**src/design/assert_macros.svh**
```systemverilog
// Assertion macros for the box filter RTL, used by the top level.
// Depends on nothing; the checks are compiled out when SYNTHESIS is defined.
`ifndef ASSERT_MACROS_SVH
`define ASSERT_MACROS_SVH

`ifndef SYNTHESIS

// Same-cycle implication, disabled while reset is asserted.
`define BF3_ASSERT_IMPLY(label, clk, rstn, ante, cons) \
    label: assert property (@(posedge clk) disable iff (!(rstn)) (ante) |-> (cons)) \
        else $error("bf3 same-cycle check failed");

// Next-cycle implication, disabled while reset is asserted.
`define BF3_ASSERT_NEXT(label, clk, rstn, ante, cons) \
    label: assert property (@(posedge clk) disable iff (!(rstn)) (ante) |=> (cons)) \
        else $error("bf3 next-cycle check failed");

`else

`define BF3_ASSERT_IMPLY(label, clk, rstn, ante, cons)
`define BF3_ASSERT_NEXT(label, clk, rstn, ante, cons)

`endif

`endif

```
**src/design/bf3_pkg.sv**
```systemverilog
// Package for the 3x3 RGB box filter: payload types, widths and constants.
// Used by every module of the block except bf3_ram; depends on nothing.
`timescale 1ns / 1ps

package bf3_pkg;

    // Fixed data widths.
    localparam int CHANNEL_BITS    = 8;
    localparam int MAX_WIDTH       = 2048;
    localparam int LINE_WIDTH_BITS = 12;
    localparam logic [LINE_WIDTH_BITS-1:0] LINE_WIDTH_RESET = 12'd640;
    localparam int ROW_BITS        = 16;
    localparam int TAPS            = 9;
    localparam int LANES           = 3;

    // Divide by nine: multiply by ceil(2^16 / 9) and keep bits 23..16.
    // Exact for every sum below 32768; the largest sum is 9 * 255.
    localparam int SUM_BITS    = 12;
    localparam int RECIP_BITS  = 13;
    localparam int RECIP_SHIFT = 16;
    localparam int PROD_BITS   = SUM_BITS + RECIP_BITS;
    localparam logic [RECIP_BITS-1:0] RECIP_9 = 13'd7282;

    // Output queue and the number of stages an item spends before reaching it.
    localparam int OQ_DEPTH    = 8;
    localparam int PIPE_STAGES = 4;

    // One pixel: channel 0 in the low bits.
    typedef struct packed {
        logic [CHANNEL_BITS-1:0] c;
        logic [CHANNEL_BITS-1:0] b;
        logic [CHANNEL_BITS-1:0] a;
    } bf3_pix_t;

    // 3x3 window, index = row * 3 + column (rows upper, middle, current).
    typedef bf3_pix_t [TAPS-1:0] bf3_win_t;

    // Nine samples of one channel.
    typedef logic [TAPS-1:0][CHANNEL_BITS-1:0] bf3_taps_t;

    // Input transaction payload.
    typedef struct packed {
        logic                    frame_start;
        logic [CHANNEL_BITS-1:0] chan_a_in;
        logic [CHANNEL_BITS-1:0] chan_b_in;
        logic [CHANNEL_BITS-1:0] chan_c_in;
    } bf3_in_t;

    // Result transaction payload.
    typedef struct packed {
        logic [CHANNEL_BITS-1:0] chan_a_mean;
        logic [CHANNEL_BITS-1:0] chan_b_mean;
        logic [CHANNEL_BITS-1:0] chan_c_mean;
        logic                    row_end;
    } bf3_out_t;

    // Control that travels alongside the lane pipelines.
    typedef struct packed {
        logic valid;
        logic row_end;
    } bf3_ctl_t;

    // Row counter increment that saturates at all ones.
    function automatic logic [ROW_BITS-1:0] row_sat_inc(input logic [ROW_BITS-1:0] r);
        return (&r) ? r : r + ROW_BITS'(1);
    endfunction

endpackage

```
**src/design/bf3_merge.sv**
```systemverilog
// Merging stage: joins the three lane means and row flag into one result and
// queues it for the output channel. Depends on bf3_pkg.
`timescale 1ns / 1ps

module bf3_merge (
    input  logic                                    aclk,
    input  logic                                    aresetn,
    input  bf3_pkg::bf3_ctl_t                       ctl,
    input  logic [bf3_pkg::CHANNEL_BITS-1:0]        mean_a,
    input  logic [bf3_pkg::CHANNEL_BITS-1:0]        mean_b,
    input  logic [bf3_pkg::CHANNEL_BITS-1:0]        mean_c,
    output logic                                    m_valid,
    input  logic                                    m_ready,
    output bf3_pkg::bf3_out_t                       m_data,
    output logic [$clog2(bf3_pkg::OQ_DEPTH+1)-1:0]  count
);

    localparam int DEPTH = bf3_pkg::OQ_DEPTH;
    localparam int PW    = $clog2(DEPTH);
    localparam int CW    = $clog2(DEPTH + 1);

    bf3_pkg::bf3_out_t q_mem [DEPTH];
    bf3_pkg::bf3_out_t wr_word;
    logic [PW-1:0]     wr_ptr_reg, rd_ptr_reg;
    logic [CW-1:0]     count_reg;
    logic              do_wr, do_rd;

    // Compose the result transaction.
    always_comb begin
        wr_word.chan_a_mean = mean_a;
        wr_word.chan_b_mean = mean_b;
        wr_word.chan_c_mean = mean_c;
        wr_word.row_end     = ctl.row_end;
    end

    assign do_wr = ctl.valid;
    assign do_rd = m_valid && m_ready;

    // Queue storage; room is guaranteed by the input credit check.
    always_ff @(posedge aclk) begin
        if (do_wr) begin
            q_mem[wr_ptr_reg] <= wr_word;
        end
    end

    // Pointers and occupancy.
    always_ff @(posedge aclk) begin
        if (!aresetn) begin
            wr_ptr_reg <= '0;
            rd_ptr_reg <= '0;
            count_reg  <= '0;
        end else begin
            if (do_wr) begin
                wr_ptr_reg <= (wr_ptr_reg == PW'(DEPTH - 1)) ? '0 : wr_ptr_reg + PW'(1);
            end
            if (do_rd) begin
                rd_ptr_reg <= (rd_ptr_reg == PW'(DEPTH - 1)) ? '0 : rd_ptr_reg + PW'(1);
            end
            case ({do_wr, do_rd})
                2'b10:   count_reg <= count_reg + CW'(1);
                2'b01:   count_reg <= count_reg - CW'(1);
                default: count_reg <= count_reg;
            endcase
        end
    end

    assign m_valid = (count_reg != '0);
    assign m_data  = q_mem[rd_ptr_reg];
    assign count   = count_reg;

endmodule

```
**config.mk**
```make
export PLATFORM = sky130hd
export DESIGN_NAME = bf3_merge
export DESIGN_NICKNAME = d
export VERILOG_FILES = /design/src/design/assert_macros.svh /design/src/design/bf3_pkg.sv /design/src/design/bf3_merge.sv
export SDC_FILE = /design/constraint.sdc
export NUM_CORES = 1
export LEC_CHECK = 0
export BUFFER_PORTS_ARGS = -buffer_cell sky130_fd_sc_hd__buf_2
export CAP_MARGIN = 20
export CORE_AREA = 10 10 179 181
export CTS_BUF_LIST = sky130_fd_sc_hd__clkbuf_16
export DETAILED_ROUTE_END_ITERATION = 6
export DIE_AREA = 0 0 189 191
export GPL_TIMING_DRIVEN = 0
export RECOVER_POWER = 25
export SLEW_MARGIN = 25
export SYNTH_ARGS = -nofsm -noshare
export SYNTH_HDL_FRONTEND = slang
export SYNTH_SLANG_ARGS = --single-unit
```
**constraint.sdc**
```tcl
create_clock -name aclk -period 3 [get_ports aclk]
set_input_delay 0.75 -clock aclk [delete_from_list [all_inputs] [get_ports aclk]]
set_output_delay 0.75 -clock aclk [all_outputs]
set_load 0.005 [all_outputs]
```
# [Yosys cells after proc, flatten, opt, wreduce, memory -nomap -nowiden]
# Memory sizes are Yosys's and may differ from the RTL's. A register that Yosys moved wholly into a read port is not among the register bits.
# Index checks and enable logic that the tools add are counted.
# W data, S select, Z words.
[totals] out_inout_bits=30 elab_cells=22 memories=1 romBits=0 ff_bits=10 input_bits=29 latch_bits=0 mem_bits_rw=200
[classes] mul=0 div_mod_pow=0 n_eq_ne=4 order_cmp=0 shifts=0 muxes=7 n_bitwise=0 n_addsub=4 reduce_logical=3
[mem_list] name="q_mem" depth=8 word_bits=25 rd=1 rd_clocked_by_memory_dff=1 wr=1 line_no="bf3_merge.sv:22" rtl="bf3_pkg::bf3_out_t q_mem [DEPTH];"
[op_table] cell="$mux W3" n=4
[op_table] cell="$pmux W4 S2" n=1
[op_table] cell="$add A3 B1 Y3 const B" n=2
[op_table] cell="$eq A3 B3 Y1 const B" n=2
[op_table] cell="$add A4 B1 Y4 const B" n=1
[op_table] cell="$reduce_bool A4 Y1" n=1
[op_table] cell="$sub A4 B1 Y4 const B" n=1
[op_table] cell="$eq A2 B1 Y1 const B" n=1
[op_table] cell="$eq A2 B2 Y1 const B" n=1
[op_table] cell="$mux W1" n=2
[op_table] cell="$reduce_bool A2 Y1" n=1
[op_table] cell="$logic_and A1 B1 Y1" n=1

# [Logic depth before layout (Yosys ltp)]
# Gate-level depths: netlist of the first run.
[logic_depth] word_depth=4 depth_mapped=10 mapped_depth_nobuf=10

# [Worst setup path before layout of the first run]
# Ideal clock, no wire load.
[synth_timing] kind="in2reg" start="input port ctl[1] (netlist bit)" end="memory q_mem[0][0] (netlist bit), enable pin" arrival_time_ps=2592 t_required_ps=2562 setup_slack_ps=-31 setup_ps=438 stages=2 n_path_buf=0 cell_sequence="nand2b_1 > nor3_1"
[synth_via] elab_chain_cells=2
[synth_lines] element="start, declared" line_no="bf3_merge.sv:8" rtl="input bf3_pkg::bf3_ctl_t ctl,"
[synth_lines] element="$mux W1" line_no="bf3_merge.sv:41" rtl="if (do_wr) begin"
[synth_lines] element="$mux W1 (not written as such)" line_no="bf3_merge.sv:42" rtl="q_mem[wr_ptr_reg] <= wr_word;"
[synth_lines] element="end, declared" line_no="bf3_merge.sv:22"
# No other way between the ends.

==> impl_metrics.toml, run 1 <==
[clock_network]
postCtsHoldBufs = 0
post_cts_buffers = 0
cts_buffers = 23
cts_sinks = 213
cts-root-buf = "clkbuf_16"
cts_tree = "yes"
clkTransAtPathRegs_ns = 0.06
cts-htree-levels = 1
cts_buffer_depth = 3
clock_latency_ns = 0.52

[synth]
synth_cells = 364
synthTopCellsByCount = "edfxtp_1, mux4_1, mux2_2, dfxtp_1, nand2_1"
synth_area_leaders = "edfxtp_1, mux4_1, mux2_2, dfxtp_1, ha_1"
synth_xor_area_frac = 0.00314
synth_edf_count = 200
synth_mux_area_frac = 0.197
synthDistinctLibCells = 28
synthAdderAreaFrac = 0.0105
ys_warn_count = 0
synthArstFlopShare = 0
syn_area_mm2 = 0.00838
syn_nets = 400
synth-simple-area-share = 0.0208
yosysSeqAreaShare = 0.748
synth_compound_area_frac = 0.00747
post-synth-top-count-cell = "edfxtp_1"
synth_area_leader_cell = "edfxtp_1"
synth_top_family_by_area = "multiplexers"
yosysTopAreaCellShare = 0.717
synth_top_flop_cell = "edfxtp_1"
syn_area_per_cell_um2 = 23.0
ys_seq_elements = 213

[timing]
period_needed_ns = 2.91
slew_headroom = 0.652
min_period_over_period = 0.971
fin_skew_ns = 0.0149
worst_pin_slew_ns = 0.521
rsz0062_at_grt = "yes"
finalSetupViolCount = 0
fin_hold_ws_ns = 0.502
hold_violations = 0
slew_violations = 0
max_freq_mhz = 343

[grt]
grt_use_total = 0.0938
grt_pass1_vias = 4229
antenna_found_initial = 4
grt_overflow = 0
grt_max_degree = 20
grt_first_pass_wirelength_mm = 25.7

[placed_design]
dpl_cell_area_mm2 = 0.00945
gp_congestion = 0.656
portBuffers = 58
dp_hpwl_mm = 11.5

[die]
core_mm2 = 0.0285
num_rows = 62
die_area_mm2 = 0.0361
start_util = 0.294
die_x_um = 189
die_y_um = 191
design.portCount = 59

[outcome]
status = "finished clean"

[route]
drc = 0
first_iter_violations = 259
viasPerCell = 4.56
post_drt_wl_per_cell_um = 19.8
vias = 3918
drt_first_pass_iters = 4
route.final.wire_length_mm = 17.1
ant_nets = 0

[layout]
fin_area_mm2 = 0.0102
fin_nets = 495
layout-drive-gt1-share = 0.281
syn_to_final_growth_pct = 21.9
largest_register_ffs = 200

[power_and_ir_drop]
irDropWorstVdd_mv = 0.502
cellPowerDensity_mw_per_mm2 = 747
p_leak_nw = 3.39

[setup_path]
start_kind = "flip-flop"
required_ns = 2.25
worst-path-max-fanout = 10
critPathSlowestCell = "mux4_1"
critPathKind = "reg2out"
crit_top_cell = "buf_6"
arrival_ns = 2.16
cp_cell_sequence = "buf_6 -> buf_6 -> mux4_1 -> mux2_2 -> buf_2"
endpoint_kind = "primary output"
max_stage_delay_ns = 0.57

[flow_run]
drv_cap = 0

[hold_path]
min_path_type = "reg2reg"
## worst paths after layout
check	startpoint	endpoint	cells after the start	slack [ns]
max	flip-flop	m_data[0]	5	0.09
min	count[3]	count[3]	2	0.50
max reg2reg	count[1]	count[2]	10	0.27
min reg2reg	count[3]	count[3]	2	0.50
## final cells by class
class | instances | area [um2]
clock buffers | 23 | 576
multi-input cells | 132 | 2060
diodes | 2 | 5.00
repair buffers | 70 | 503
well taps | 384 | 480
clock inverters | 17 | 190
flip-flops and latches | 213 | 6270
fillers | 2644 | 18300
inverters | 2 | 7.51
plain buffers | 17 | 120
## per-layer routing
metal / track usage / up-vias / part of all wire
met4: 0.0290 / 2 / 0.026
met1: 0.109 / 2023 / 0.40
li1: - / 1764 / -
met5: 0 / - / 0.00076
met3: 0.0217 / 31 / 0.058
met2: 0.168 / 98 / 0.52
## kinds of logic after synthesis
logic type,after synthesis
buffers and inverters,19
DFF,213
adders and majority gates,7
muxes,80
AOI/OAI and AO/OA,9
and+or+nand+nor,33
xor gates and xnor gates,3
## stage by stage
stage | worst slack [ns] | setup TNS (ns) | cells | utilization | power [mW]
after floorplan | 0.595 | 0 | 364 | - | 4.37
after global placement | -0.605 | -106.79 | 806 | 0.322 | 4.80
after detailed placement | 0.281 | 0 | 818 | 0.332 | 4.89
after CTS | 0.0317 | 0 | 858 | 0.359 | 7.74
after global routing | -0.0125 | -0.0412 | 858 | 0.359 | 7.94
final | 0.0860 | 0 | 860 | 0.359 | 7.63
## power by group
| group | switching (mW) | leakage, nW | internal [mW] |
|---|---|---|---|
| clock network | 1.10 | 0.399 | 1.74 |
| registers | 0.0635 | 1.92 | 3.35 |
| logic | 0.639 | 1.07 | 0.743 |
| total | 1.80 | 3.39 | 5.83 |
## worst max-delay path: cells and delay by family (launching register included)
kind | cells | cell delay (ns)
DFF | 1 | 0.32
buffers and inverters | 3 | 0.44
muxes | 2 | 0.89
## placed cells by master, fill, tap and decap left out, drive strengths merged
| master | Yosys | layout |
|---|---|---|
| mux2i | 4 | 4 |
| clkinv | 0 | 3 |
| nor2b | 3 | 3 |
| nand2 | 9 | 9 |
| o41ai | 1 | 1 |
| clkbuf | 3 | 43 |
| inv | 2 | 12 |
| buf | 14 | 67 |
| mux2 | 26 | 26 |
| o21ai | 2 | 2 |
| nand3 | 1 | 1 |
| diode | 0 | 2 |
| a21boi | 4 | 4 |
| ha | 7 | 7 |
| nor3 | 3 | 3 |
| edfxtp | 200 | 200 |
| or4 | 1 | 1 |
| dfxtp | 13 | 13 |
| a21oi | 1 | 1 |
| nand2b | 4 | 4 |
| nor2 | 6 | 6 |
| xnor2 | 1 | 1 |
| or3 | 2 | 2 |
| nand4b | 1 | 1 |
| nor4b | 1 | 1 |
| mux4 | 50 | 50 |
| bufinv | 0 | 4 |
| a41oi | 1 | 1 |
| xor2 | 2 | 2 |
| and2 | 2 | 2 |
## repair_timing
item / CTS / global route
pin swaps: 0 / 0
gates cloned: 0 / 0
endpoints found under the setup margin: 25 / 7
gates resized for setup: 7 / 1
No activity file was read; power rests on OpenSTA's default activity.
==> run 2, diff against run 1 <==
Settings changed: RECOVER_POWER 25 to not set.
==> run 2 against run 1 <==
Hold slack worse by 0.0069 ns. Final area increased by 0.20%. Global-route usage is the same. Non-clock buffer count unchanged. Sequential power about the same. Wire length increased by 0.13%. Die area unchanged. Sequential share of layout area fell by 0.12 points. Maximum frequency decreased by 0.11%. Critical path depth is the same.
==> impl_metrics.toml, run 2 (same netlist as run 1, synthesis figures left out) <==
[outcome]
status = "finished clean"

[placed_design]
portBuffers = 58
gp_congestion = 0.656
dp_hpwl_mm = 11.5
dpl_cell_area_mm2 = 0.00945

[layout]
multi_input_area_mm2 = 0.00206
fin_nets = 495
layout-drive-gt1-share = 0.314
largest_register_ffs = 200
fin_area_mm2 = 0.0102
final_common_cell = "edfxtp_1"
final_cell_mix = "edfxtp_1, buf_2, mux4_1"
seq_area_mm2 = 0.00627
syn_to_final_growth_pct = 22.1
nFillCells = 2640

[grt]
grt_use_total = 0.0938
met2_usage = 0.168
antenna_found_initial = 4
grt_util_met3 = 0.0217
busiest_layer = "met2"
grt_first_pass_wirelength_mm = 25.7
grt_overflow = 0
grt_max_degree = 20
grt_use_met1 = 0.109
grt_pass1_vias = 4229

[setup_path]
worst-path-max-fanout = 10
endpoint_kind = "primary output"
start_kind = "flip-flop"
r2r-end = "count[2]"
critPathKind = "reg2out"
timing.rr.start = "count[1]"
arrival_ns = 2.17
required_ns = 2.25
r2r_slack_ns = 0.27
reg2reg_depth = 10

[timing]
worst_pin_slew_ns = 0.522
hold_violations = 0
rsz0062_at_grt = "yes"
finalSetupViolCount = 0
slew_headroom = 0.651
slew_violations = 0
period_needed_ns = 2.92
min_period_over_period = 0.972
max_freq_mhz = 343
fin_skew_ns = 0.0139
tns_ns = 0

[route]
route.final.wire_length_mm = 17.1
viasPerCell = 4.52
drc = 0
post_drt_wl_per_cell_um = 19.9
drt_first_pass_iters = 4
vias = 3886
first_iter_violations = 237
ant_nets = 0

[power_and_ir_drop]
p_clk_frac = 0.371
p_sw_mw = 1.79
swShare = 0.235
irDropWorstVdd_mv = 0.502
cellPowerDensity_mw_per_mm2 = 746
p_int_mw = 5.84
seq_power_share = 0.447
power.total_mw = 7.63
p_leak_nw = 3.44
comb_power_share = 0.181

[hold_path]
worstHoldPathCells = 1
hold_start = "mean_a[1]"
min_to = "q_mem[1][18]"
min_path_type = "in2reg"

[flow_run]
drv_cap = 0

[clock_network]
cts_buffers = 23
cts_sinks = 213
cts-root-buf = "clkbuf_16"
postCtsHoldBufs = 0
cts_tree = "yes"
cts_buffer_depth = 3
post_cts_buffers = 0
cts-htree-levels = 1
clkTransAtPathRegs_ns = 0.06
clock_latency_ns = 0.52

[die]
num_rows = 62
design.portCount = 59
start_util = 0.294
die_y_um = 191
core_mm2 = 0.0285
die_area_mm2 = 0.0361
die_x_um = 189
run 2: per-layer routing:
metal	share of wire	routed length, um	vias to the layer above
li1	-	-	1760
met1	0.40	6910	2006
met2	0.52	8870	87
met3	0.050	859	31
met4	0.026	441	2
met5	0.00076	13	-
run 2: power by group through the flow:
| stage | sequential (mW) | combinational, mW | clock, mW |
|---|---|---|---|
| 6_report | 3.41 | 1.38 | 2.83 |
| 5_1_grt | 3.42 | 1.50 | 3.02 |
| 4_1_cts | 3.41 | 1.43 | 2.90 |
| 3_5_place_dp | 3.47 | 1.42 | 0 |
| 3_3_place_gp | 3.46 | 1.34 | 0 |
| 2_1_floorplan | 3.46 | 0.910 | 0 |
run 2: cell type report:
| cell class | count | share of cell area |
|---|---|---|
| diodes | 2 | 0.000489 |
| plain buffers | 17 | 0.0117 |
| clock buffers | 23 | 0.0562 |
| clock inverters | 17 | 0.0186 |
| inverters | 2 | 0.000734 |
| multi-input cells | 132 | 0.202 |
| flip-flops and latches | 213 | 0.612 |
| well taps | 384 | 0.0470 |
| repair buffers | 70 | 0.0511 |
run 2: critical path, cell delays in order (launching register included):
cell and delay [ns]:
dfxtp_1 0.33, buf_6 0.12, buf_6 0.18, mux4_1 0.57
mux2_2 0.32, buf_2 0.14
run 2: through the flow:
| stage | utilization | instances | setup WS [ns] | hold WS [ns] |
|---|---|---|---|---|
| after global routing | 0.359 | 858 | -0.0125 | 0.492 |
| after floorplan | - | 364 | 0.595 | 0.464 |
| after CTS | 0.359 | 858 | 0.0317 | 0.476 |
| after detailed placement | 0.332 | 818 | 0.281 | 0.491 |
| after global placement | 0.322 | 806 | -0.605 | 0.461 |
| final | 0.359 | 860 | 0.0830 | 0.495 |
run 2: worst max path at each step:
stage / from / endpoint / depth (start not counted)
floorplan: count[1] / count[2] / 10
global placement: ctl[1] / q_mem[2][7] / 3
detailed placement: flip-flop / m_data[17] / 4
CTS: flip-flop / m_data[17] / 4
global route: flip-flop / m_data[12] / 5
finish: flip-flop / m_data[0] / 5
run 2: what timing repair did:
item,in CTS,in global routing
endpoints found under the setup margin,25,7
resized for setup,7,1
gates cloned,0,0
