**src/design/assert_macros.svh**
```systemverilog
// Assertion macros for the box filter RTL, used by the top level.
// Depends on nothing; the checks are compiled out when SYNTHESIS is defined.
`ifndef ASSERT_MACROS_SVH
`define ASSERT_MACROS_SVH

`ifndef SYNTHESIS

// Same-cycle implication, disabled while reset is asserted.
`define BF3_ASSERT_IMPLY(label, clk, rstn, ante, cons) \
    label: assert property (@(posedge clk) disable iff (!(rstn)) (ante) |-> (cons)) \
        else $error("bf3 same-cycle check failed");

// Next-cycle implication, disabled while reset is asserted.
`define BF3_ASSERT_NEXT(label, clk, rstn, ante, cons) \
    label: assert property (@(posedge clk) disable iff (!(rstn)) (ante) |=> (cons)) \
        else $error("bf3 next-cycle check failed");

`else

`define BF3_ASSERT_IMPLY(label, clk, rstn, ante, cons)
`define BF3_ASSERT_NEXT(label, clk, rstn, ante, cons)

`endif

`endif

```
**src/design/bf3_pkg.sv**
```systemverilog
// Package for the 3x3 RGB box filter: payload types, widths and constants.
// Used by every module of the block except bf3_ram; depends on nothing.
`timescale 1ns / 1ps

package bf3_pkg;

    // Fixed data widths.
    localparam int CHANNEL_BITS    = 8;
    localparam int MAX_WIDTH       = 2048;
    localparam int LINE_WIDTH_BITS = 12;
    localparam logic [LINE_WIDTH_BITS-1:0] LINE_WIDTH_RESET = 12'd640;
    localparam int ROW_BITS        = 16;
    localparam int TAPS            = 9;
    localparam int LANES           = 3;

    // Divide by nine: multiply by ceil(2^16 / 9) and keep bits 23..16.
    // Exact for every sum below 32768; the largest sum is 9 * 255.
    localparam int SUM_BITS    = 12;
    localparam int RECIP_BITS  = 13;
    localparam int RECIP_SHIFT = 16;
    localparam int PROD_BITS   = SUM_BITS + RECIP_BITS;
    localparam logic [RECIP_BITS-1:0] RECIP_9 = 13'd7282;

    // Output queue and the number of stages an item spends before reaching it.
    localparam int OQ_DEPTH    = 8;
    localparam int PIPE_STAGES = 4;

    // One pixel: channel 0 in the low bits.
    typedef struct packed {
        logic [CHANNEL_BITS-1:0] c;
        logic [CHANNEL_BITS-1:0] b;
        logic [CHANNEL_BITS-1:0] a;
    } bf3_pix_t;

    // 3x3 window, index = row * 3 + column (rows upper, middle, current).
    typedef bf3_pix_t [TAPS-1:0] bf3_win_t;

    // Nine samples of one channel.
    typedef logic [TAPS-1:0][CHANNEL_BITS-1:0] bf3_taps_t;

    // Input transaction payload.
    typedef struct packed {
        logic                    frame_start;
        logic [CHANNEL_BITS-1:0] chan_a_in;
        logic [CHANNEL_BITS-1:0] chan_b_in;
        logic [CHANNEL_BITS-1:0] chan_c_in;
    } bf3_in_t;

    // Result transaction payload.
    typedef struct packed {
        logic [CHANNEL_BITS-1:0] chan_a_mean;
        logic [CHANNEL_BITS-1:0] chan_b_mean;
        logic [CHANNEL_BITS-1:0] chan_c_mean;
        logic                    row_end;
    } bf3_out_t;

    // Control that travels alongside the lane pipelines.
    typedef struct packed {
        logic valid;
        logic row_end;
    } bf3_ctl_t;

    // Row counter increment that saturates at all ones.
    function automatic logic [ROW_BITS-1:0] row_sat_inc(input logic [ROW_BITS-1:0] r);
        return (&r) ? r : r + ROW_BITS'(1);
    endfunction

endpackage

```
**src/design/bf3_lane.sv**
```systemverilog
// One channel lane: sums the nine window samples and divides by nine.
// Depends on bf3_pkg.
`timescale 1ns / 1ps

module bf3_lane (
    input  logic                               aclk,
    input  bf3_pkg::bf3_taps_t                 taps,
    output logic [bf3_pkg::CHANNEL_BITS-1:0]   mean
);

    localparam int SB = bf3_pkg::SUM_BITS;

    logic [SB-1:0]                  row0, row1, row2;
    logic [SB-1:0]                  sum_reg;
    logic [bf3_pkg::PROD_BITS-1:0]  prod_reg;

    // Three row sums feed one final add.
    always_comb begin
        row0 = SB'(taps[0]) + SB'(taps[1]) + SB'(taps[2]);
        row1 = SB'(taps[3]) + SB'(taps[4]) + SB'(taps[5]);
        row2 = SB'(taps[6]) + SB'(taps[7]) + SB'(taps[8]);
    end

    // Sum register, then the reciprocal multiply register.
    always_ff @(posedge aclk) begin
        sum_reg  <= row0 + row1 + row2;
        prod_reg <= bf3_pkg::PROD_BITS'(sum_reg) * bf3_pkg::PROD_BITS'(bf3_pkg::RECIP_9);
    end

    assign mean = prod_reg[bf3_pkg::RECIP_SHIFT +: bf3_pkg::CHANNEL_BITS];

endmodule

```
**config.mk**
```make
export PLATFORM = sky130hd
export DESIGN_NAME = bf3_lane
export DESIGN_NICKNAME = d
export VERILOG_FILES = /design/src/design/assert_macros.svh /design/src/design/bf3_pkg.sv /design/src/design/bf3_lane.sv
export SDC_FILE = /design/constraint.sdc
export NUM_CORES = 1
export LEC_CHECK = 0
export BUFFER_PORTS_ARGS = -buffer_cell sky130_fd_sc_hd__buf_2
export CORE_UTILIZATION = 40
export DETAILED_ROUTE_END_ITERATION = 12
export PLACE_DENSITY = 0.73
export SLEW_MARGIN = 10
export SYNTH_ARGS = -nofsm -noshare
export SYNTH_HDL_FRONTEND = slang
export SYNTH_SLANG_ARGS = --single-unit
```
**constraint.sdc**
```tcl
create_clock -name aclk -period 5.2 [get_ports aclk]
set_input_delay 1.04 -clock aclk [delete_from_list [all_inputs] [get_ports aclk]]
set_output_delay 1.04 -clock aclk [all_outputs]
set_load 0.05 [all_outputs]
```
Yosys cells after proc, flatten, opt, wreduce, memory -nomap -nowiden
Cells that the tools add are included.
{ "op_classes": {"mul": 1, "n_addsub": 8} }
{ "ops": {"columns": ["operator", "n"], "rows": [
  ["$add 9x8->10", 3],
  ["$add 8x8->9", 3],
  ["$mul 12x12->23 const B", 1],
  ["$add 11x10->12", 1],
  ["$add 10x10->11", 1]
]} }
{ "totals": {"input_bits": 73, "ff_bits": 35, "word_cells": 11, "out_inout_bits": 8} }

Longest topological paths before layout
Gate-level depths: netlist of run 1.
{ "depth": {"word_depth": 4, "ltp_mapped": 18, "mapped_depth_nobuf": 18} }

Least setup slack after synthesis of run 1
OpenSTA, ideal clock, no wires.
{ "synth_timing": {"path_kind": "in2reg", "startpoint": "input taps[2] (netlist bit)", "endpoint": "register sum_reg[10]", "t_arrival_ns": 4.697, "stages": 17, "n_path_buf": 0, "setup_time_ns": 0.119, "t_required_ns": 5.081, "slack_ns": 0.384, "cell_sequence": "inv_1 > fa_1 > inv_1 > fa_1 > fa_1 > inv_1 > fa_1 > inv_1 > ha_1 > inv_1 > fa_1 > nor2b_1 > o21ai_0 > a21boi_0 > o21a_1 > o41a_1 > xor2_1"} }
{ "synth_via": {"elab_chain_cells": 4} }
{ "synth_rtl": {"columns": ["item", "line", "rtl"], "rows": [
  ["start, declared", "bf3_lane.sv:7", "input bf3_pkg::bf3_taps_t taps,"],
  ["$add 8x8->9", "bf3_lane.sv:19", "row0 = SB'(taps[0]) + SB'(taps[1]) + SB'(taps[2]);"],
  ["$add 9x8->10", "bf3_lane.sv:19", null],
  ["$add 10x10->11", "bf3_lane.sv:26", "sum_reg <= row0 + row1 + row2;"],
  ["$add 11x10->12", "bf3_lane.sv:26", null],
  ["end signal, assigned", "bf3_lane.sv:26", null],
  ["end, declared", "bf3_lane.sv:14", "logic [SB-1:0] sum_reg;"]
]} }
Every way passes these cells.

Worst setup path in the final report of run 1
{ "layout_timing": {"startpoint": "input taps[3] (netlist bit)", "endpoint": "register sum_reg[11]"} }
Same word-level chain as after synthesis.

==> flow_metrics.env, run 1 <==
export IMPL_synthSimpleGateAreaFrac_pct=4.04
export IMPL_path_max_fanout=2
export IMPL_syn_nets=638
export IMPL_synthMostInstantiatedCell="inv_1"
export IMPL_placed_cell_area_um2=4690
export IMPL_post_route_period_util_pct=92.9
export IMPL_wl_per_cell_um=11.4
export IMPL_clock_sinks=20
export IMPL_cts_reportedPaths_clkPinSlew_ns=0.08
export IMPL_grt_setup_unrepaired="no"
export IMPL_synth_largest_area_cell="fa_1"
export IMPL_fin_setup_tns_ns=0
export IMPL_fin_area_um2=4760
export IMPL_final_setup_skew_ns=0.00446
export IMPL_fp_dieArea_um2=10700
export IMPL_cts_resized_gates=0
export IMPL_cts_tree="done"
export IMPL_start_kind="input pin"
export IMPL_drt_wl_total_um=7040
export IMPL_end_kind="flip-flop"
export IMPL_cts_made_buffers=3
export IMPL_setup_violations=0
export IMPL_drc_errors=0
export IMPL_min_period_ns=4.83
export IMPL_required_ns=5.33
export IMPL_hold_viol=0
export IMPL_synth_seq_cells=20
export IMPL_gr_total_overflow=0
export IMPL_synth_main_ff_cell="dfxtp_1"
export IMPL_hold_buffers=0
export IMPL_synthTopCellsByCount="122 x inv_1, 83 x fa_1, 80 x ha_1"
export IMPL_drt_iter0_drc=72
export IMPL_cts_root_buf="clkbuf_8"
export IMPL_maxCapViolCount=0
export IMPL_synthAdderAreaFrac_pct=64.6
export IMPL_ys_types=29
export IMPL_fillers=899
export IMPL_worst_path_buf_inv=5
export IMPL_synth_compound_area_share_pct=6.98
export IMPL_syn_inst=402
export IMPL_synth_area_um2=4120
export IMPL_hp_class="flip-flop to flip-flop"
export IMPL_die_w_um=104
export IMPL_dr_total_vias=2867
export IMPL_cts_setup_buffers=0
export IMPL_grt_pass1_vias=3095
export IMPL_std_cell_rows=36
export IMPL_crit_arrival_ns=4.96
export IMPL_layout_nets=723
export IMPL_h_tree_depth=1
export IMPL_finalHoldWorstSlack_ns=0.974
export IMPL_start_util_pct=41.8
export IMPL_grtUsageTotal_pct=14.4
export IMPL_multiInputGateArea_um2=3270
export IMPL_yosysSeqAreaShare_pct=9.71
export IMPL_antenna_found_initial=0
export IMPL_synth_top_family_by_area="adder cells"
export IMPL_place_gp_congestion=0.864
export IMPL_synth_area_top_cells="fa_1 40%, ha_1 24%, inv_1 11%"
export IMPL_clkLatencyLatePin_ns=0.26
export IMPL_io_pin_count=81
export IMPL_die_h_um=104
export IMPL_worst_pin_slew_ns=0.627
export IMPL_grt_max_degree=13
export IMPL_drive_above_1_share_pct=17.9
export IMPL_core_area_um2=9860
export IMPL_critPathKind="input pin to flip-flop"
export IMPL_cpMaxStageDelayCell="fa_1"
export IMPL_clock_fmax_mhz=207
export IMPL_via_per_inst=4.63
export IMPL_ant_nets=0
export IMPL_status="finished, final reports clean"
export IMPL_synth_xor_area_share_pct=3.61
export IMPL_syn_mean_instance_area_um2=10.3
export IMPL_synth_edf_count=0
export IMPL_portBuffers=80
export IMPL_async_flop_share_pct=0
export IMPL_dr_pass1_iters=4
export IMPL_yosys_mux_area_fraction_pct=0
export IMPL_cpPeakStageDelay_ns=0.59
export IMPL_ys_warn_count=0
export IMPL_areaGrowthSynthToFinish_pct=15.5
export IMPL_diodes=0
export IMPL_register_area_um2=400
export IMPL_largest_reg_flops=12
export IMPL_grt_first_pass_wirelength_um=13000
export IMPL_clockBufferDepth=2
export IMPL_path_cells="buf_2 -> inv_1 -> fa_1 -> inv_1 -> fa_1 -> fa_1 -> inv_1 -> fa_1 -> inv_1 -> ha_1 -> a21o_1 -> a21oi_1 -> o21ai_0 -> o41ai_1 -> o21ai_0"
export IMPL_synth_top_area_share_pct=40.3
export IMPL_dp_hpwl_um=6730
export IMPL_maxSlewViolCount=0
export IMPL_max_slew_margin_pct=57.8
export IMPL_critPathTopFamily="adder cells"
[layer usage]
layer | track usage, % | part of all wire, % | vias up
met4 | 4.45 | 2.4 | 0
met2 | 26.0 | 52 | 58
met3 | 1.01 | 2.3 | 15
met5 | 0 | 0 | -
li1 | - | - | 1404
met1 | 18.5 | 44 | 1390
[layout by cell type (no fill, tap or decap)]
| master | Yosys | routed |
|---|---|---|
| dfxtp_1 | 20 | 20 |
| a21o_1 | 3 | 3 |
| nand4_1 | 3 | 3 |
| clkbuf_8 | 0 | 3 |
| nor2b_1 | 4 | 4 |
| a21boi_0 | 2 | 2 |
| nor2_1 | 13 | 13 |
| bufinv_16 | 0 | 1 |
| o21a_1 | 1 | 1 |
| a221oi_1 | 1 | 1 |
| a211o_1 | 2 | 2 |
| o41a_1 | 1 | 1 |
| o21ai_0 | 10 | 10 |
| buf_2 | 0 | 80 |
| o211ai_1 | 2 | 2 |
| a21oi_1 | 15 | 15 |
| a32oi_1 | 1 | 1 |
| fa_1 | 83 | 83 |
| o211ai_2 | 1 | 1 |
| nand3_1 | 3 | 3 |
| o41ai_1 | 1 | 1 |
| nand2_1 | 9 | 9 |
| xor2_1 | 4 | 4 |
| xnor2_1 | 13 | 13 |
| nor3_1 | 2 | 2 |
| a311o_2 | 1 | 1 |
| a211oi_1 | 2 | 2 |
| inv_1 | 122 | 122 |
| and4_1 | 1 | 1 |
| nand2b_1 | 1 | 1 |
| a21oi_2 | 1 | 1 |
| ha_1 | 80 | 80 |
[worst paths after layout]
path / from / endpoint / slack (ns) / cells past startpoint
setup / recovery: taps[3] / sum_reg[11]$_DFF_P_ / 0.37 / 15
hold reg to reg: sum_reg[11]$_DFF_P_ / prod_reg[23]$_DFF_P_ / 0.97 / 3
setup reg to reg: sum_reg[9]$_DFF_P_ / prod_reg[20]$_DFF_P_ / 0.44 / 16
hold / removal: sum_reg[11]$_DFF_P_ / prod_reg[23]$_DFF_P_ / 0.97 / 3
[worst reg2reg max path: cells and delay by family (launching register included)]
| kind | cells | cell delay (ns) |
|---|---|---|
| fa+ha+maj | 6 | 2.70 |
| buf+inv | 4 | 0.22 |
| flops | 1 | 0.50 |
| simple gates | 1 | 0.06 |
| compound gates | 4 | 1.01 |
| xor+xnor | 1 | 0.15 |
[cell type report]
type | count | area share [%]
inverters | 122 | 9.62
clock buffers | 3 | 0.867
repair buffers | 80 | 8.41
clock inverters | 1 | 0.631
well taps | 133 | 3.49
multi-input cells | 260 | 68.6
flip-flops and latches | 20 | 8.41
[kinds of logic (layout without fill, tap and decap cells)]
| group | Yosys count | in the layout |
|---|---|---|
| buffers and inverters | 122 | 206 |
| AOI/OAI and AO/OA | 44 | 44 |
| DFF | 20 | 20 |
| adders and majority gates | 163 | 163 |
| and+or+nand+nor | 36 | 36 |
| xor gates and xnor gates | 17 | 17 |
[stage by stage]
stage / utilization (%) / setup WS, ns / std cells
2_1_floorplan: - / 0.384 / 402
3_3_place_gp: 47.6 / 0.176 / 615
3_5_place_dp: 47.6 / 0.0935 / 615
4_1_cts: 48.3 / 0.362 / 619
5_1_grt: 48.3 / 0.171 / 619
6_report: 48.3 / 0.367 / 619
Power of run 1 is left out: the tool's default activity adds up to more than one toggle a clock period on the data nets, which glitch-free logic cannot reach.
==> inputs of run 2 (changes only) <==
ABC_CLOCK_PERIOD_IN_PS = 5200   (was unset)
BUFFER_PORTS_ARGS = -buffer_cell sky130_fd_sc_hd__buf_4   (was -buffer_cell sky130_fd_sc_hd__buf_2)
==> run 2 against run 1 <==
Against the previous run: sequential cell count unchanged; utilization up 2.0 points; highest routed layer unchanged; count of clock-buffer cells in the layout unchanged; global-route usage about the same; hold slack worse by 0.0081 ns; critical path depth up 3; register-to-register slack worse by 0.03 ns.
==> flow_metrics.env, run 2 (synthesized netlist as in run 1, its figures left out) <==
export IMPL_grt_first_pass_wirelength_um=12900
export IMPL_grt_pass1_vias=3021
export IMPL_h_tree_depth=1
export IMPL_dr_pass1_iters=4
export IMPL_layout_common_cells="122 x inv_1, 83 x fa_1, 80 x ha_1, 80 x buf_4, 20 x dfxtp_1"
export IMPL_grt_setup_unrepaired="no"
export IMPL_std_cell_rows=36
export IMPL_drt_iter0_drc=95
export IMPL_fp_dieArea_um2=10700
export IMPL_clockBufferDepth=2
export IMPL_cts_resized_gates=0
export IMPL_cts_setup_buffers=0
export IMPL_final_setup_skew_ns=0.00157
export IMPL_clock_sinks=20
export IMPL_ant_nets=0
export IMPL_dr_total_vias=2842
export IMPL_rrSetupSlack_ns=0.41
export IMPL_post_route_period_util_pct=92.8
export IMPL_grtUsageTotal_pct=14.5
export IMPL_finalHoldWorstSlack_ns=0.966
export IMPL_setup_violations=0
export IMPL_fillers=887
export IMPL_maxCapViolCount=0
export IMPL_path_cells="buf_4 -> inv_1 -> fa_1 -> inv_1 -> fa_1 -> fa_1 -> inv_1 -> fa_1 -> inv_1 -> ha_1 -> inv_1 -> fa_1 -> nor2b_1 -> o21ai_0 -> a21boi_0 -> o21a_1 -> o41a_1 -> xor2_1"
export IMPL_drc_errors=0
export IMPL_io_pin_count=81
export IMPL_core_area_um2=9860
export IMPL_critPathKind="input pin to flip-flop"
export IMPL_antenna_found_initial=0
export IMPL_areaGrowthSynthToFinish_pct=20.3
export IMPL_cts_root_buf="clkbuf_8"
export IMPL_clock_fmax_mhz=207
export IMPL_drt_wl_total_um=7090
export IMPL_gr_total_overflow=0
export IMPL_place_gp_congestion=0.841
export IMPL_start_kind="input pin"
export IMPL_cts_made_buffers=3
export IMPL_cts_tree="done"
export IMPL_min_period_ns=4.83
export IMPL_path_max_fanout=2
export IMPL_cpMaxStageDelayCell="fa_1"
export IMPL_via_per_inst=4.59
export IMPL_start_util_pct=41.8
export IMPL_status="finished, final reports clean"
export IMPL_end_kind="flip-flop"
export IMPL_cts_reportedPaths_clkPinSlew_ns=0.08
export IMPL_required_ns=5.35
export IMPL_largest_reg_flops=12
export IMPL_portBuffers=80
export IMPL_cpPeakStageDelay_ns=0.54
export IMPL_clkLatencyLatePin_ns=0.26
export IMPL_die_h_um=104
export IMPL_drive_above_1_share_pct=17.9
export IMPL_hold_buffers=0
export IMPL_dp_hpwl_um=6690
export IMPL_die_w_um=104
export IMPL_layout_nets=723
export IMPL_fin_setup_tns_ns=0
export IMPL_worst_pin_slew_ns=0.540
export IMPL_hp_class="flip-flop to flip-flop"
export IMPL_wl_per_cell_um=11.4
export IMPL_diodes=0
export IMPL_maxSlewViolCount=0
export IMPL_max_slew_margin_pct=63.5
export IMPL_grt_max_degree=13
export IMPL_hold_viol=0
export IMPL_crit_arrival_ns=4.98
export IMPL_final_common_cell="inv_1"
## run 2: changes by cell type in the layout (fill, tap and decap cells not counted)
| cell | previous run | this run |
|---|---|---|
| buf_2 | 80 | 0 |
| buf_4 | 0 | 80 |
## run 2: worst paths after layout
path / startpoint / cells after the start / to
hold reg to reg: sum_reg[11]$_DFF_P_ / 3 / prod_reg[23]$_DFF_P_
setup / recovery: taps[2] / 18 / sum_reg[10]$_DFF_P_
setup reg to reg: sum_reg[9]$_DFF_P_ / 16 / prod_reg[18]$_DFF_P_
hold / removal: sum_reg[11]$_DFF_P_ / 3 / prod_reg[23]$_DFF_P_
## run 2: final cells by class
type / instances / area (um2) / share of cell area, %
timing repair buffer: 80 / 601 / 12.1
clock buffer: 3 / 41.3 / 0.832
clock inverter: 1 / 30.0 / 0.605
tap: 133 / 166 / 3.35
sequential: 20 / 400 / 8.07
multi-input combinational: 260 / 3270 / 65.8
inverter: 122 / 458 / 9.23
## run 2: stage by stage
step                      util [%]  cells  setup WS (ns)  area (um2)
after CTS                     50.3    619          0.352        4960
after global placement        49.6    615          0.176        4890
after global routing          50.3    619          0.113        4960
after detailed placement      49.6    615         0.0917        4890
after floorplan                  -    402          0.384        4120
final                         50.3    619          0.372        4960
## run 2: worst max-delay path, delay by kind of cell
kind | cells | cell delay [ns]
AOI/OAI and AO/OA | 4 | 0.89
xor gates and xnor gates | 1 | 0.15
adders and majority gates | 6 | 2.50
buffers and inverters | 6 | 0.35
and+or+nand+nor | 1 | 0.05
## run 2: routing by layer
| layer | global-route usage (%) | up-vias | wire length, um |
|---|---|---|---|
| met4 | 3.42 | 0 | 66 |
| met3 | 1.01 | 6 | 199 |
| li1 | - | 1404 | - |
| met2 | 26.2 | 53 | 3760 |
| met1 | 18.8 | 1379 | 3050 |
| met5 | 0 | - | 0 |
Power of run 2 is left out for the same reason.
==> inputs of run 3 (changes only) <==
PLACE_DENSITY = 0.62   (was 0.73)
==> run 3 against run 2 <==
Against the previous run: setup slack improved by 0.016 ns; fmax up 0.33%; utilization up 0.076 points; sequential share of layout area is essentially flat; wire length down 4.1%; die area did not move; global-route usage is 0.51 points lower; sequential cell count unchanged; via count shrank 0.11%; hold slack gained 0.013 ns; highest routed layer unchanged; non-clock buffer count is 1 higher; first-iteration DRC count is 12% lower.
==> flow_metrics.env, run 3 (synthesized netlist as in run 1, its figures left out) <==
export IMPL_status="finished, final reports clean"
export IMPL_diodes=0
export IMPL_clock_sinks=20
export IMPL_areaGrowthSynthToFinish_pct=20.5
export IMPL_die_w_um=104
export IMPL_critPathLaunch="taps[2]"
export IMPL_path_cells="buf_4 -> inv_1 -> fa_1 -> inv_1 -> fa_1 -> fa_1 -> inv_1 -> fa_1 -> inv_1 -> ha_1 -> inv_1 -> fa_1 -> nor2b_1 -> o21ai_0 -> a21boi_0 -> o21a_1 -> o41a_1 -> xor2_1"
export IMPL_io_pin_count=81
export IMPL_dr_total_vias=2839
export IMPL_endpoint="sum_reg[10]$_DFF_P_"
export IMPL_clockBufferDepth=2
export IMPL_drc_errors=0
export IMPL_timing_rr_start="sum_reg[3]$_DFF_P_"
export IMPL_ant_nets=0
export IMPL_clock_fmax_mhz=208
export IMPL_grt_first_pass_wirelength_um=12500
export IMPL_gr_total_overflow=0
export IMPL_cpPeakStageDelay_ns=0.54
export IMPL_grt_setup_unrepaired="no"
export IMPL_rrSetupSlack_ns=0.41
export IMPL_fin_cells=620
export IMPL_antenna_found_initial=0
export IMPL_cts_reportedPaths_clkPinSlew_ns=0.08
export IMPL_place_inst=616
export IMPL_grt_max_degree=13
export IMPL_clkLatencyLatePin_ns=0.26
export IMPL_cts_made_buffers=3
export IMPL_required_ns=5.35
export IMPL_cts_resized_gates=0
export IMPL_cpMaxStageDelayCell="fa_1"
export IMPL_drt_wl_total_um=6800
export IMPL_critPathKind="input pin to flip-flop"
export IMPL_top_usage_layer="met2"
export IMPL_cts_setup_buffers=0
export IMPL_die_h_um=104
export IMPL_reg2reg_to="prod_reg[18]$_DFF_P_"
export IMPL_finalHoldWorstSlack_ns=0.979
export IMPL_hold_path_depth=3
export IMPL_hp_class="flip-flop to flip-flop"
export IMPL_setup_ws_ns=0.388
export IMPL_grt_pass1_vias=3008
export IMPL_cts_tree="done"
export IMPL_hold_viol=0
export IMPL_layout_nets=724
export IMPL_core_area_um2=9860
export IMPL_dr_pass1_iters=4
export IMPL_cts_root_buf="clkbuf_8"
export IMPL_place_gp_congestion=0.820
export IMPL_crit_arrival_ns=4.97
export IMPL_min_period_ns=4.81
export IMPL_end_kind="flip-flop"
export IMPL_start_kind="input pin"
export IMPL_dp_hpwl_um=6460
export IMPL_largest_reg_flops=12
export IMPL_std_cell_rows=36
export IMPL_final_common_cell="inv_1"
export IMPL_maxCapViolCount=0
export IMPL_max_slew_margin_pct=62.3
export IMPL_start_util_pct=41.8
export IMPL_portBuffers=80
export IMPL_worst_pin_slew_ns=0.560
export IMPL_use_met2_pct=24.4
export IMPL_post_route_period_util_pct=92.5
export IMPL_drive_above_1_share_pct=18.1
export IMPL_wl_per_cell_um=11.0
export IMPL_drt_iter0_drc=84
export IMPL_layout_common_cells="122 x inv_1, 83 x fa_1, 81 x buf_4, 80 x ha_1, 20 x dfxtp_1"
export IMPL_ff2ff_path_depth=18
export IMPL_maxSlewViolCount=0
export IMPL_fp_dieArea_um2=10700
export IMPL_gr_usage_met3_pct=0.944
export IMPL_fin_setup_tns_ns=0
export IMPL_final_setup_skew_ns=0.00258
export IMPL_dp_slack_ns=0.102
export IMPL_h_tree_depth=1
export IMPL_path_max_fanout=2
export IMPL_hold_buffers=0
export IMPL_grtUsageTotal_pct=14.0
export IMPL_setup_violations=0
export IMPL_groute_layer_met1_usage_pct=18.7
export IMPL_via_per_inst=4.58
==> run 3: layout make-up <==
| type | instances | area, um2 |
|---|---|---|
| clock inverter | 1 | 30.0 |
| tap | 133 | 166 |
| sequential | 20 | 400 |
| multi-input combinational | 260 | 3270 |
| clock buffer | 3 | 41.3 |
| fill | 905 | 4890 |
| inverter | 122 | 458 |
| timing repair buffer | 81 | 608 |
==> run 3: how the worst min path moves through the flow <==
| stage | slack (ns) | to | start |
|---|---|---|---|
| 2_1_floorplan | 0.85 | prod_reg[23]$_DFF_P_ | sum_reg[11]$_DFF_P_ |
| 3_3_place_gp | 0.97 | prod_reg[23]$_DFF_P_ | sum_reg[11]$_DFF_P_ |
| 3_5_place_dp | 0.96 | prod_reg[23]$_DFF_P_ | sum_reg[11]$_DFF_P_ |
| 4_1_cts | 0.97 | prod_reg[23]$_DFF_P_ | sum_reg[11]$_DFF_P_ |
| 5_1_grt | 1.01 | prod_reg[23]$_DFF_P_ | sum_reg[11]$_DFF_P_ |
| 6_report | 0.98 | prod_reg[23]$_DFF_P_ | sum_reg[11]$_DFF_P_ |
==> run 3: stage by stage <==
stage | area (um2) | utilization, %
after floorplan | 4120 | -
after global placement | 4900 | 49.7
after detailed placement | 4900 | 49.7
after CTS | 4970 | 50.4
after global routing | 4970 | 50.4
final | 4970 | 50.4
==> run 3: critical path, delay by kind of cell <==
kind,cells,cell delay (ns)
xor gates and xnor gates,1,0.14
buffers and inverters,6,0.35
AOI/OAI and AO/OA,4,0.88
and+or+nand+nor,1,0.05
adders and majority gates,6,2.50
==> run 3: per-layer routing <==
metal	vias to the layer above	part of all wire (%)
li1	1412	-
met1	1388	47
met2	35	50
met3	4	1.7
met4	0	1.0
met5	-	0
Power of run 3 is left out for the same reason.
